### config.mk
export PLATFORM = sky130hd
export DESIGN_NAME = bitmap_first_free_allocator
export DESIGN_NICKNAME = d
export VERILOG_FILES = /design/src/sv/bffa_pkg.sv /design/src/sv/bffa_map.sv /design/src/sv/bitmap_first_free_allocator.sv
export SDC_FILE = /design/constraint.sdc
export NUM_CORES = 1
export LEC_CHECK = 0
export BUFFER_PORTS_ARGS = -buffer_cell sky130_fd_sc_hd__buf_2
export CAP_MARGIN = 15
export CORE_MARGIN = 1.5
export CORE_UTILIZATION = 40
export CTS_BUF_LIST = sky130_fd_sc_hd__clkbuf_8
export DETAILED_ROUTE_END_ITERATION = 7
export PLACE_DENSITY = 0.61
export SYNTH_ARGS = -nofsm -noshare
export SYNTH_HDL_FRONTEND = slang
export SYNTH_SLANG_ARGS = --single-unit
### constraint.sdc
create_clock -name clk -period 5 [get_ports clk]
set_input_delay 1 -clock clk [delete_from_list [all_inputs] [get_ports clk]]
set_output_delay 1 -clock clk [all_outputs]
set_load 0.02 [all_outputs]
### src/sv/bffa_pkg.sv
// Shared types, constants and helpers for the bitmap first-free allocator.
`timescale 1ns / 1ps

package bffa_pkg;

  localparam int ENTRIES_DEF  = 1024;
  localparam int RESERVED_DEF = 1;

  localparam int WORD_W    = 32;
  localparam int IDX_W     = 10;
  localparam int STAT_W    = 2;
  localparam int CNT_OUT_W = 11;

  localparam logic REQ_ALLOC = 1'b0;
  localparam logic REQ_FREE  = 1'b1;

  localparam logic [STAT_W-1:0] ST_OK      = 2'd0;
  localparam logic [STAT_W-1:0] ST_FULL    = 2'd1;
  localparam logic [STAT_W-1:0] ST_ROOT    = 2'd2;
  localparam logic [STAT_W-1:0] ST_BADFREE = 2'd3;

  typedef struct packed {
    logic             req_type;
    logic [IDX_W-1:0] entry_index;
  } in_word_t;

  typedef struct packed {
    logic [STAT_W-1:0]    status;
    logic [IDX_W-1:0]     granted_index;
    logic [CNT_OUT_W-1:0] free_left;
  } out_word_t;

  typedef struct packed {
    logic rd_en;
    logic wr_en;
  } map_ctl_t;

  function automatic logic [4:0] first_zero(input logic [WORD_W-1:0] word);
    logic [4:0] pos;
    pos = '0;
    for (int b = WORD_W - 1; b >= 0; b--) begin
      if (!word[b]) begin
        pos = 5'(b);
      end
    end
    return pos;
  endfunction

endpackage

### src/sv/bffa_map.sv
// Used-bit map RAM with post-reset initialization sweep.
`timescale 1ns / 1ps

module bffa_map #(
  parameter int ENTRIES  = bffa_pkg::ENTRIES_DEF,
  parameter int RESERVED = bffa_pkg::RESERVED_DEF
) (
  input  logic                              clk,
  input  logic                              rst_n,
  input  bffa_pkg::map_ctl_t                ctl,
  input  logic [((ENTRIES + 31) / 32 > 1 ? $clog2((ENTRIES + 31) / 32) : 1)-1:0] rd_addr,
  input  logic [((ENTRIES + 31) / 32 > 1 ? $clog2((ENTRIES + 31) / 32) : 1)-1:0] wr_addr,
  input  logic [bffa_pkg::WORD_W-1:0]       wr_data,
  output logic [bffa_pkg::WORD_W-1:0]       rd_data,
  output logic                              ready
);
  import bffa_pkg::*;

  localparam int WORDS   = (ENTRIES + WORD_W - 1) / WORD_W;
  localparam int AW      = (WORDS > 1) ? $clog2(WORDS) : 1;
  localparam int RES_EFF = (RESERVED > ENTRIES) ? ENTRIES : RESERVED;
  localparam logic [AW-1:0] LAST_WORD = AW'(WORDS - 1);

  logic [WORD_W-1:0] mem_r [WORDS];
  logic [WORD_W-1:0] rd_data_r;
  logic              clr_busy_r, clr_busy_nxt;
  logic [AW-1:0]     clr_addr_r, clr_addr_nxt;
  logic [31:0]       clr_base;
  logic [WORD_W-1:0] init_word;
  logic              we;
  logic [AW-1:0]     waddr;
  logic [WORD_W-1:0] wdata;

  always_comb begin
    clr_base = 32'({clr_addr_r, 5'b0});
    for (int b = 0; b < WORD_W; b++) begin
      init_word[b] = ((clr_base + 32'(b)) < 32'(RES_EFF)) ||
                     ((clr_base + 32'(b)) >= 32'(ENTRIES));
    end
  end

  always_comb begin
    clr_busy_nxt = clr_busy_r;
    clr_addr_nxt = clr_addr_r;
    if (clr_busy_r) begin
      if (clr_addr_r == LAST_WORD) begin
        clr_busy_nxt = 1'b0;
      end else begin
        clr_addr_nxt = clr_addr_r + AW'(1);
      end
    end
    we    = clr_busy_r || ctl.wr_en;
    waddr = clr_busy_r ? clr_addr_r : wr_addr;
    wdata = clr_busy_r ? init_word : wr_data;
  end

  always_ff @(posedge clk) begin
    if (!rst_n) begin
      clr_busy_r <= 1'b1;
      clr_addr_r <= '0;
    end else begin
      clr_busy_r <= clr_busy_nxt;
      clr_addr_r <= clr_addr_nxt;
    end
  end

  always_ff @(posedge clk) begin
    if (we) begin
      mem_r[waddr] <= wdata;
    end
    if (ctl.rd_en) begin
      rd_data_r <= mem_r[rd_addr];
    end
  end

  assign rd_data = rd_data_r;
  assign ready   = !clr_busy_r;

endmodule

### src/sv/bitmap_first_free_allocator.sv
// Top level of the bitmap first-free allocator: request sequencer and result register.
`timescale 1ns / 1ps

// Usage: one request word enters on in_* (valid/stall); one result word leaves on out_*.
// Allocate (req_type 0) grants the lowest free entry; free (req_type 1) releases
// entry_index. Entry 0 can never be freed; entries below RESERVED start out used.
// The used bits sit in a RAM of 32-bit words, one word read per cycle.
// A full pool, the root, or an out-of-range entry goes straight to the done state;
// a free first reads its word in the free-check state; an allocate scans the words
// in order from word 0, k of them (1 to ENTRIES/32 rounded up), up to the word
// that holds the first clear bit.
// One request is in flight at a time; in_stall is high from accept until the
// result moves into the output register.
// After reset the RAM is swept once, one word per cycle; in_stall stays high for the
// sweep and falls in the cycle after the map reports ready.
// A stalled result holds in the output register; the next request may be
// accepted and worked on meanwhile, but its result waits for the register.
module bitmap_first_free_allocator #(
  parameter int ENTRIES  = bffa_pkg::ENTRIES_DEF,
  parameter int RESERVED = bffa_pkg::RESERVED_DEF
) (
  input  logic                clk,
  input  logic                rst_n,
  input  logic                in_valid,
  output logic                in_stall,
  input  bffa_pkg::in_word_t  in_data,
  output logic                out_valid,
  input  logic                out_stall,
  output bffa_pkg::out_word_t out_data
);
  import bffa_pkg::*;

  localparam int WORDS   = (ENTRIES + WORD_W - 1) / WORD_W;
  localparam int AW      = (WORDS > 1) ? $clog2(WORDS) : 1;
  localparam int CW      = $clog2(ENTRIES + 1);
  localparam int RES_EFF = (RESERVED > ENTRIES) ? ENTRIES : RESERVED;
  localparam logic [CW-1:0] CNT_INIT  = CW'(ENTRIES - RES_EFF);
  localparam logic [AW-1:0] LAST_WORD = AW'(WORDS - 1);

  typedef enum logic [4:0] {
    S_INIT = 5'b00001,
    S_IDLE = 5'b00010,
    S_SCAN = 5'b00100,
    S_FCHK = 5'b01000,
    S_DONE = 5'b10000
  } state_t;

  state_t            state_r, state_nxt;
  logic [CW-1:0]     free_cnt_r, free_cnt_nxt;
  logic [AW-1:0]     chk_addr_r, chk_addr_nxt;
  logic [IDX_W-1:0]  req_idx_r, req_idx_nxt;
  logic [STAT_W-1:0] res_status_r, res_status_nxt;
  logic [IDX_W-1:0]  res_gnt_r, res_gnt_nxt;
  logic              out_valid_r, out_valid_nxt;
  out_word_t         out_data_r, out_data_nxt;

  map_ctl_t          map_ctl;
  logic [AW-1:0]     rd_addr;
  logic [AW-1:0]     wr_addr;
  logic [WORD_W-1:0] wr_data;
  logic [WORD_W-1:0] rd_data;
  logic              map_ready;

  logic [31:0]       idx_ext;
  logic [31:0]       gnt_full;
  logic [31:0]       cnt_ext;
  logic [4:0]        ffz_pos;
  logic [4:0]        bit_sel;
  logic              hit_word;

  bffa_map #(
    .ENTRIES  (ENTRIES),
    .RESERVED (RESERVED)
  ) u_map (
    .clk     (clk),
    .rst_n   (rst_n),
    .ctl     (map_ctl),
    .rd_addr (rd_addr),
    .wr_addr (wr_addr),
    .wr_data (wr_data),
    .rd_data (rd_data),
    .ready   (map_ready)
  );

  always_comb begin
    state_nxt      = state_r;
    free_cnt_nxt   = free_cnt_r;
    chk_addr_nxt   = chk_addr_r;
    req_idx_nxt    = req_idx_r;
    res_status_nxt = res_status_r;
    res_gnt_nxt    = res_gnt_r;
    out_valid_nxt  = out_valid_r && out_stall;
    out_data_nxt   = out_data_r;
    map_ctl        = '0;
    rd_addr        = '0;
    wr_addr        = chk_addr_r;
    wr_data        = rd_data;

    idx_ext  = 32'(in_data.entry_index);
    ffz_pos  = first_zero(rd_data);
    hit_word = ~&rd_data;
    bit_sel  = req_idx_r[4:0];
    gnt_full = 32'({chk_addr_r, ffz_pos});
    cnt_ext  = 32'(free_cnt_r);
    in_stall = (state_r != S_IDLE);

    unique case (state_r)
      S_INIT: begin
        if (map_ready) begin
          state_nxt = S_IDLE;
        end
      end
      S_IDLE: begin
        if (in_valid) begin
          req_idx_nxt    = in_data.entry_index;
          res_gnt_nxt    = '0;
          res_status_nxt = ST_OK;
          if (in_data.req_type == REQ_ALLOC) begin
            if (free_cnt_r == '0) begin
              res_status_nxt = ST_FULL;
              state_nxt      = S_DONE;
            end else begin
              map_ctl.rd_en = 1'b1;
              rd_addr       = '0;
              chk_addr_nxt  = '0;
              state_nxt     = S_SCAN;
            end
          end else if (in_data.entry_index == '0) begin
            res_status_nxt = ST_ROOT;
            state_nxt      = S_DONE;
          end else if (idx_ext >= 32'(ENTRIES)) begin
            res_status_nxt = ST_BADFREE;
            state_nxt      = S_DONE;
          end else begin
            map_ctl.rd_en = 1'b1;
            rd_addr       = idx_ext[AW+4:5];
            chk_addr_nxt  = idx_ext[AW+4:5];
            state_nxt     = S_FCHK;
          end
        end
      end
      S_SCAN: begin
        if (hit_word) begin
          map_ctl.wr_en = 1'b1;
          wr_data       = rd_data | (WORD_W'(1) << ffz_pos);
          free_cnt_nxt  = free_cnt_r - CW'(1);
          res_gnt_nxt   = gnt_full[IDX_W-1:0];
          state_nxt     = S_DONE;
        end else if (chk_addr_r == LAST_WORD) begin
          res_status_nxt = ST_FULL;
          state_nxt      = S_DONE;
        end else begin
          map_ctl.rd_en = 1'b1;
          rd_addr       = chk_addr_r + AW'(1);
          chk_addr_nxt  = chk_addr_r + AW'(1);
        end
      end
      S_FCHK: begin
        if (rd_data[bit_sel]) begin
          map_ctl.wr_en = 1'b1;
          wr_data       = rd_data & ~(WORD_W'(1) << bit_sel);
          free_cnt_nxt  = free_cnt_r + CW'(1);
        end else begin
          res_status_nxt = ST_BADFREE;
        end
        state_nxt = S_DONE;
      end
      S_DONE: begin
        if (!out_valid_r || !out_stall) begin
          out_valid_nxt              = 1'b1;
          out_data_nxt.status        = res_status_r;
          out_data_nxt.granted_index = res_gnt_r;
          out_data_nxt.free_left     = cnt_ext[CNT_OUT_W-1:0];
          state_nxt                  = S_IDLE;
        end
      end
      default: begin
        state_nxt = S_INIT;
      end
    endcase
  end

  always_ff @(posedge clk) begin
    if (!rst_n) begin
      state_r     <= S_INIT;
      free_cnt_r  <= CNT_INIT;
      out_valid_r <= 1'b0;
    end else begin
      state_r     <= state_nxt;
      free_cnt_r  <= free_cnt_nxt;
      out_valid_r <= out_valid_nxt;
    end
  end

  always_ff @(posedge clk) begin
    chk_addr_r   <= chk_addr_nxt;
    req_idx_r    <= req_idx_nxt;
    res_status_r <= res_status_nxt;
    res_gnt_r    <= res_gnt_nxt;
    out_data_r   <= out_data_nxt;
  end

  assign out_valid = out_valid_r;
  assign out_data  = out_data_r;

  a_write_only_in_update: assert property (@(posedge clk) disable iff (!rst_n)
    map_ctl.wr_en |-> (state_r == S_SCAN || state_r == S_FCHK))
    else $error("map write outside scan or free check");

  a_scan_needs_free: assert property (@(posedge clk) disable iff (!rst_n)
    (state_r == S_SCAN) |-> (free_cnt_r != '0))
    else $error("scan running with zero free count");

  a_count_bound: assert property (@(posedge clk) disable iff (!rst_n)
    32'(free_cnt_r) <= 32'(ENTRIES))
    else $error("free count above pool size");

  a_grant_means_ok: assert property (@(posedge clk) disable iff (!rst_n)
    (out_valid_r && out_data_r.granted_index != '0) |-> (out_data_r.status == ST_OK))
    else $error("nonzero grant with error status");

  a_result_from_done: assert property (@(posedge clk) disable iff (!rst_n)
    $rose(out_valid_r) |-> $past(state_r == S_DONE))
    else $error("result word raised outside done state");

endmodule

---- After elaboration in Yosys (flattened, before gate mapping) ----
Memories as Yosys holds them, arrays and structs flattened. A register that Yosys moved wholly into a read port is not among the register bits.
Cells that the tools add are included.
storage, ports and cells
  memories kept ........................... 1
  bits in writable memories ............... 1024
  register bits after elaboration ......... 68
  bits of input ports ..................... 15
memory list
  memory       words  width  read ports  clocked after Yosys merged registers in  write ports  RTL line        RTL
  u_map.mem_r  32     32     1           1                                        1            bffa_map.sv:24  logic [WORD_W-1:0] mem_r [WORDS];
operators by class
  equality and inequality tests ........... 20
  add/subtract/negate cells ............... 35
  magnitude comparators ................... 65
  shifts and indexed selects .............. 2
  reduce and logical (&&, ||, !) cells .... 51
  multiplexer cells ....................... 91
  bitwise logic cells ..................... 4
operator list
  operator                 count
  $ge A32 B11 Y1 const B   31
  $lt A32 B1 Y1 const B    31
  $mux W5                  52
  $add A10 B5 Y11 const B  16
  $mux W32                 3
  $add A10 B4 Y11 const B  8
  $pmux W32 S2             1
  $shl A1 B5 Y32 const A   2
  $add A10 B3 Y11 const B  4
  $logic_or A1 B1 Y1       34
  $and A32 B32 Y32         1
  $not A32 Y32             1
  $or A32 B32 Y32          1
  $reduce_and A32 Y1       1
  $pmux W5 S5              1
  $add A10 B2 Y11 const B  2
  $mux W11                 2
  $pmux W11 S2             1
  $mux W10                 2
  $pmux W10 S2             1
  $pmux W5 S2              2
  $ne A2 B2 Y1 const B     9
  $mux W1                  16
  $eq A5 B5 Y1 const B     3
  other kinds (29)         43

---- Logic depth before layout (Yosys ltp) ----
Gate-level depths: netlist of the first run.
  word-level depth ........................ 37
  mapped depth ............................ 15

---- Cells and area by module ----
A second synthesis of the first run with hierarchy kept.
second synthesis, totals
  cell total of the unflattened synthesis .. 2803
  area total of the unflattened synthesis .. 45652.5 um^2
modules (own cells, without submodules)
  module                       area an instance (um^2)  cells each  times used
  bffa_map                     41394.7                  2336        1
  bitmap_first_free_allocator  4257.8                   467         1

---- Least setup slack after synthesis of the first run ----
No wires, ideal clock.
  kind .................................... input-to-reg
  start point ............................. in in_data[10] in the netlist's numbering
  end point ............................... reg u_map.rd_data_r[0] (netlist: u_map.rd_data[0]), read port of u_map.mem_r (enable)
  stages on the path ...................... 3
  buffers on the path ..................... 1
  arrival time ............................ 3709 ps
  slack ................................... 826 ps
  library setup time ...................... 466 ps
  cell sequence ........................... clkbuf_1 -> o21ai_0 -> o21ai_0
RTL lines
  what         RTL line                           RTL
  from (decl)  bitmap_first_free_allocator.sv:26  input bffa_pkg::in_word_t in_data,
  to (decl)    bffa_map.sv:25                     logic [WORD_W-1:0] rd_data_r;

---- Worst setup path after layout of the first run ----
  start point ............................. reg chk_addr_r[0]
  end point ............................... reg u_map.rd_data_r[12] (netlist: u_map.rd_data[12]), read port of u_map.mem_r (data pin)
between the ends
  cells in the longest elaborated chain, start to end .. 4
  elaborated cells on any way between the ends .. 8
  classes of those cells .................. add/sub: 1; eq/ne: 1; mux: 6
ends and longest elaborated chain
  what                                                  RTL line                                                                RTL
  from (decl)                                           bitmap_first_free_allocator.sv:50                                       logic [AW-1:0] chk_addr_r, chk_addr_nxt;
  from (signal assigned)                                bitmap_first_free_allocator.sv:196                                      chk_addr_r <= chk_addr_nxt;
  $add A5 B1 Y5 / $eq A5 B5 Y1 (equally long branches)  bitmap_first_free_allocator.sv:154, bitmap_first_free_allocator.sv:149
  $mux W5 / $mux W1 (equally long branches)             bitmap_first_free_allocator.sv:149                                      end else if (chk_addr_r == LAST_WORD) begin
  $mux W5 / $mux W1 (equally long branches)             bitmap_first_free_allocator.sv:143                                      if (hit_word) begin
  $pmux W5 S2 / $pmux W1 S2 (equally long branches)     bitmap_first_free_allocator.sv:107                                      unique case (state_r)
Parallel ways exist; a longest one is shown, timed or not.
A chain may end at the register's enable or synchronous reset.

==> run metrics, run 1 <==
DR top layer=met5; final wirelength=139.5 mm; capturing point of the worst reg2reg path=u_map.rd_data[12]; row count=between 100 and 150; overall power=between 15000 and 20000 uW; most used cell, CP=ha_1; routability cong.=1.029; endpoints failing hold=0; layout overhead on the synthesized area=13.71%; grt ovf=0; # resized after CTS=0; Vias per Instance=5.836; Avg Cell Area, Syn=around 14 um^2; routed length per instance=27.40 um; Iter 0 DRT Violations=3732; critical path buffer and inverter count=1; Post-DRT Antenna Nets=0; Pwr per Cell Area=about 350 nW/um^2; die area=approximately 120000 um^2; ys flop type=edfxtp_1; cell count after synthesis=around 3300; Core Box Area=around 110000 um^2; DRC viols=0; layout cell share with drive strength beyond 1=approximately 15%; Initial Utilization=roughly 40%; IO Pins=40; hold_buf cts=0; fin. max-slew vios=0; met3 wire len=~14 mm; total track usage=around a quarter; relative slew slack=about 17%; Seq pwr share=between 50% and 60%; CP delay by family, top=simple AND/OR/NAND/NOR gates; largest net degree at the start of global routing=74; RSZ-0062 raised after global routing=false; r2r worst-path depth=12; hold_sp=in_data[2]; synthesized cell area=approximately 45000 um^2; internal power=between 10000 and 15000 uW; Worst-Skew Late Latency=about 0.9 ns; first-pass GRT wire length=approximately 200 mm; Sw Pwr=3909 uW; CTS tree=done; clk sinks=about 1100; Mapped Nets=between 3000 and 4000; pre-CTS setup slack=0.05045 ns; peak supply drop=0.0002261 V; leakage=roughly 0.018 uW; critical path data required time=about 5.5 ns; DP Area=a little under 50000 um^2; Die H=around 340 um; Synthesis Warnings=0; Worst path max stage delay=roughly 0.92 ns; Final Setup Violations=0; clock skew=0.04891 ns; post-synthesis register bit count=roughly 1100; sequential fraction of the synthesis area=about three quarters; vias in the first global route=28020; crit end category=flop; status=completed; via count=29720; Final nets=roughly 3500; Reg clk slew, reported paths=roughly 0.06 ns; Setup Fix Bufs, Post-CTS=0; routed wl met2=between 60 and 70 mm; Startpoint Class=flop; critical path class=reg2reg; Clk pwr share=around 40%; crit share post-route=a little over nine tenths; Metal-1 WL=between 50 and 60 mm; asr flop ratio synth=0%; worst hold slack=0.3150 ns; Die Span X=between 300 and 400 um; H-Tree Depth=4; post-DP HPWL=~79 mm; combinational share of power=between 2 and 2.5%; RR Startpoint=chk_addr_r[0]; Least-Margin Pin Slew=between 1 and 1.5 ns; total CTS buffers=between 150 and 200; hold path endpoint=req_idx_r[2]; number of antenna violations at the first check in global routing=3; DRT Pass-1 Iters=8; Hold Path Cell Cnt=1; switching portion of total power=between 20 and 25%; CP Cell Sequence=ha_1, and3_1, ha_1, nor4_2, nand3_1, and2_4, nand2_4, buf_4, o22ai_1, nand2_1, a31oi_1, nor4_1; max cap viols=0; critical path's slowest cell=nor4_1; port bufs=39; Synth cell types=75; post-route setup slack=about 0.18 ns; worst reg2reg setup slack=0.18 ns; CP arrival=about 5.3 ns; worst-path fanout max=35; clock period minus final worst setup slack=~4.8 ns; Min-Delay Path Class=in2reg; Max Freq=207.4 MHz; root buf cell=clkbuf_8; final instance area=roughly 51000 um^2; CTS max path bufs=3; Post-synth EDFFs=1101
## power by group through the flow
| stage | registers, uW | logic (uW) | clock network, uW |
|---|---|---|---|
| after floorplan | 10500 | 189 | 0 |
| after global placement | 10600 | 366 | 0 |
| after detailed placement | 10600 | 371 | 0 |
| after CTS | 10400 | 373 | 7300 |
| after global routing | 10400 | 395 | 7710 |
| final | 10400 | 377 | 7200 |
## state kept, by name, summed over array words and instances, names as in the netlist, 2 cells and up
register / count
req_idx_r: 5
res_gnt_r: 10
out_data: 23
u_map.mem_r: 1024
chk_addr_r: 5
res_status_r: 2
u_map.clr_addr_r: 5
state_r: 5
u_map.rd_data: 32
free_cnt_r: 11
## worst reg2reg max path: cells and delay by family, from the launching register on
family,cells,cell delay [ns]
fa+ha+maj,2,0.54
buf+inv,1,0.39
flops,1,0.55
compound gates,2,0.24
simple gates,7,2.72
## synth_stat cells (7+ instances only)
| cell type | count | area share [%] |
|---|---|---|
| nor4_1 | 31 | 0.43 |
| a31oi_1 | 231 | 3.2 |
| inv_1 | 15 | 0.12 |
| o22ai_1 | 99 | 1.4 |
| nor3_1 | 52 | 0.58 |
| o2111ai_1 | 8 | 0.15 |
| xnor2_1 | 7 | 0.14 |
| o21ai_0 | 58 | 0.64 |
| a21oi_1 | 109 | 1.2 |
| nand4_1 | 8 | 0.11 |
| o32ai_1 | 15 | 0.29 |
| clkbuf_1 | 62 | 0.51 |
| and4_1 | 7 | 0.14 |
| a211oi_1 | 32 | 0.53 |
| buf_2 | 83 | 0.92 |
| buf_6 | 13 | 0.32 |
| o221ai_1 | 7 | 0.14 |
| o211ai_1 | 9 | 0.15 |
| and2_1 | 13 | 0.18 |
| mux2i_1 | 48 | 1.1 |
| ha_1 | 13 | 0.36 |
| dfxtp_1 | 23 | 1.0 |
| and3_1 | 74 | 1.0 |
| nor2_1 | 180 | 1.5 |
| buf_4 | 22 | 0.37 |
| xor2_1 | 8 | 0.15 |
| nor2b_1 | 22 | 0.30 |
| mux2_2 | 29 | 0.72 |
| nand2_1 | 694 | 5.8 |
| a32oi_1 | 10 | 0.19 |
| nand2b_1 | 10 | 0.14 |
| edfxtp_1 | 1101 | 73 |
| or3_1 | 8 | 0.11 |
| nand3_1 | 68 | 0.75 |
| buf_1 | 9 | 0.075 |
| mux4_2 | 9 | 0.45 |
## cells by family after synthesis
group                    synth area share (%)
flip-flops                              74.11
AO/OA/AOI/OAI                           8.732
buffers and inverters                   2.321
AND/OR/NAND/NOR                         11.91
adder cells (fa/ha/maj)                0.4038
XOR/XNOR                               0.2904
multiplexers                            2.232
## placed cells by master, fill, tap and decap left out, types with 9 or more instances in the layout
master | netlist | final
a211oi_1 | 32 | 29
a21oi_1 | 109 | 93
a21oi_2 | 1 | 16
a31oi_1 | 231 | 231
a32oi_1 | 10 | 10
and2_1 | 13 | 11
and3_1 | 74 | 74
buf_12 | 0 | 23
buf_2 | 83 | 42
buf_4 | 22 | 116
clkbuf_8 | 0 | 185
clkinv_1 | 0 | 31
dfxtp_1 | 23 | 22
edfxtp_1 | 1101 | 1101
ha_1 | 13 | 13
inv_1 | 15 | 93
mux2_2 | 29 | 29
mux2i_1 | 48 | 48
mux4_2 | 9 | 9
nand2_1 | 694 | 690
nand2b_1 | 10 | 10
nand3_1 | 68 | 68
nor2_1 | 180 | 145
nor2_4 | 0 | 35
nor2b_1 | 22 | 22
nor3_1 | 52 | 51
nor4_1 | 31 | 31
o211ai_1 | 9 | 9
o21ai_0 | 58 | 48
o21ai_2 | 1 | 10
o22ai_1 | 99 | 99
o32ai_1 | 15 | 12
## final cells by class
type,count,area (um^2)
sequential,1124,33520
inverter,15,56.30
clock inverter,135,686.9
antenna,1,2.502
multi-input combinational,1948,11160
timing repair buffer,184,1583
clock buffer,185,2546
fill,9948,60910
tap,1500,1877
## per-stage QoR
step,cells,util (%),setup TNS [ns]
after global routing,5092,45.78,0
after CTS,5089,45.76,0
after detailed placement,4769,42.88,0
after floorplan,3276,-,0
final,5092,45.78,0
after global placement,4765,42.85,-0.8513
## per-layer routing
metal	global-route usage [%]	vias to the layer above
li1	-	12860
met4	8.966	4
met5	0	-
met3	5.656	299
met2	36.87	1632
met1	32.62	14930
## worst max path at each step
stage                  startpoint                end  slack, ns  cells after the start
finish              chk_addr_r[0]  u_map.rd_data[12]       0.18                     12
global route        chk_addr_r[0]  u_map.rd_data[10]       0.14                     12
CTS                 chk_addr_r[0]  u_map.rd_data[12]       0.37                     12
detailed placement    in_data[10]  u_map.rd_data[24]       0.05                     10
global placement      in_data[10]  u_map.rd_data[11]      -0.47                      9
floorplan             in_data[10]   u_map.rd_data[0]       0.83                      3
Note: power is estimated with default switching activity, not from simulation.
==> inputs of run 2 (changes only) <==
Settings changed: REMOVE_ABC_BUFFERS set to 1.
==> run metrics, run 2 (synthesis gave the netlist of run 1 again) <==
peak supply drop=0.0002422 V (+7.1%); final instance area=51380 um^2 (about the same); Die H=339.3 um (unchanged); number of antenna violations at the first check in global routing=8 (+5); Pwr per Cell Area=347.8 nW/um^2 (-0.27%); DP Area=48150 um^2 (about the same); max cap viols=0 (unchanged); Initial Utilization=40.26% (unchanged); crit share post-route=96.23% (-0.21 points); Min-Delay Path Class=in2reg; switching portion of total power=22.11% (+0.32 points); DRC viols=0 (unchanged); fin. max-slew vios=0 (unchanged); layout overhead on the synthesized area=13.60% (about the same); crit end category=flop; clock period minus final worst setup slack=4.811 ns (-0.01067 ns); RR Startpoint=u_map.rd_data[16]; die area=115100 um^2 (unchanged); Reg clk slew, reported paths=0.06 ns (about the same); Critical Path Source=u_map.rd_data[16]; critical path class=reg2reg; final wirelength=142.0 mm (+1.8%); layout cell share with drive strength beyond 1=15.20% (+0.16 points); post-DP HPWL=81.55 mm (+3.0%); combinational share of power=2.1% (about the same); root buf cell=clkbuf_8; Iter 0 DRT Violations=3974 (+6.5%); Final nets=3484 (unchanged); Clk pwr share=40.0% (about the same); Filler Cell Count=10020 (+0.69%); Startpoint Class=flop; CTS tree=done; Seq pwr share=58.0% (+0.2 points); H-Tree Depth=4 (unchanged); Core Box Area=112300 um^2 (unchanged); overall power=17870 uW (-0.36%); most common cell after layout, fill and taps aside=edfxtp_1; endpoints failing hold=0 (unchanged); routability cong.=0.9551 (-7.2%); status=completed; Die Span X=339.3 um (unchanged); Setup Fix Bufs, Post-CTS=0 (unchanged); CTS max path bufs=3 (unchanged); IO Pins=40 (unchanged); total CTS buffers=177 (-2.7%); routed length per instance=27.87 um (+1.7%); Post-DRT Antenna Nets=0 (unchanged); RSZ-0062 raised after global routing=false; port bufs=39 (unchanged); CP arrival=5.34 ns (+0.02 ns); Max Freq=207.8 MHz (+0.22%); clock skew=0.05486 ns (+0.005949 ns); first-pass GRT wire length=202.1 mm (+1.8%); hold_sp=in_data[2]; pre-CTS setup slack=-0.1049 ns (-0.1554 ns); internal power=13920 uW (-0.76%); Sw Pwr=3951 uW (+1.1%); grt ovf=0 (unchanged); post-route setup slack=0.1886 ns (+0.01067 ns); clk sinks=1124 (unchanged); leakage=0.01807 uW (-0.41%); Final Util=45.74% (about the same); largest net degree at the start of global routing=113 (+53%); most frequent cells in the layout=edfxtp_1, nand2_1, a31oi_1; total track usage=24.20% (+0.40 points); row count=123 (unchanged); critical path data required time=5.53 ns (+0.04 ns); vias in the first global route=28700 (+2.4%); via count=30030 (+1.0%); Top reg by flops=u_map.mem_r; Vias per Instance=5.893 (+0.97%); Final Setup Violations=0 (unchanged); max reg flops=1024 (unchanged); setup TNS=0 ns (unchanged); DRT Pass-1 Iters=7 (-1); hold_buf cts=0 (unchanged); Worst-Skew Late Latency=0.87 ns (about the same); Least-Margin Pin Slew=1.270 ns (+0.03167 ns); relative slew slack=15.14% (-2.1 points); worst-path fanout max=42 (+20%); worst reg2reg setup slack=0.19 ns (about the same)
## run 2: cell types whose count changed in the layout (fill, tap and decap cells not counted), moves of 2 or more
cell      delta
clkinv_2     +3
buf_12       -2
buf_2        -2
clkinv_8     +2
clkbuf_8     -4
diode_2      +2
clkinv_1    +16
buf_4        +9
inv_1       -20
## run 2: critical path: stages (launching register included)
cell and delay, ns:
edfxtp_1 0.57, nand4_1 0.34, nor4_4 0.58, nand3_1 0.38, and2_4 0.49, nand2_4 0.50
o32ai_1 0.17, a211oi_1 0.34, o22ai_1 0.17, nor4_1 0.89
## run 2: power groups by stage
stage          clock network (uW)  registers, uW  logic, uW
6_report                     7140          10400        369
3_5_place_dp                    0          10600        364
2_1_floorplan                   0          10500        184
4_1_cts                      7220          10400        366
5_1_grt                      7650          10400        389
3_3_place_gp                    0          10600        359
## run 2: path summary, 6_finish.rpt
check / to / depth (start not counted)
hold / removal: req_idx_r[2] / 1
setup reg to reg: u_map.rd_data[23] / 9
hold reg to reg: out_data[20] / 0
setup / recovery: u_map.rd_data[23] / 9
## run 2: final cells by class
type                    count  area, um^2  share of cell area, %
multi-input cells        1948       11140                  21.68
repair buffers            189        1604                  3.122
inverters                  15       56.30                 0.1096
clock inverters           135       685.7                  1.334
flip-flops and latches   1124       33520                  65.24
clock buffers             181        2491                  4.848
diodes                      3       7.507                0.01461
well taps                1500        1877                  3.652
## run 2: metrics by stage
step | cells | hold WS (ns)
detailed placement | 4773 | 0.4057
finish | 5095 | 0.3373
global route | 5093 | 0.3124
CTS | 5089 | 0.2730
global placement | 4771 | 0.4028
floorplan | 3087 | 0.4003
## run 2: timing repair
item | 4_1_cts | 5_1_grt
setup endpoints to repair | 0 | 1
endpoints found under the hold margin | 0 | 0
resized for setup | 0 | 1
## run 2: routing by layer
metal | GRT usage (%) | vias to the layer above | routed length, um
met4 | 10.04 | 2 | 5455
met5 | 0 | - | 7
met1 | 33.51 | 15060 | 57880
li1 | - | 12880 | -
met2 | 36.90 | 1783 | 64040
met3 | 5.488 | 306 | 14610
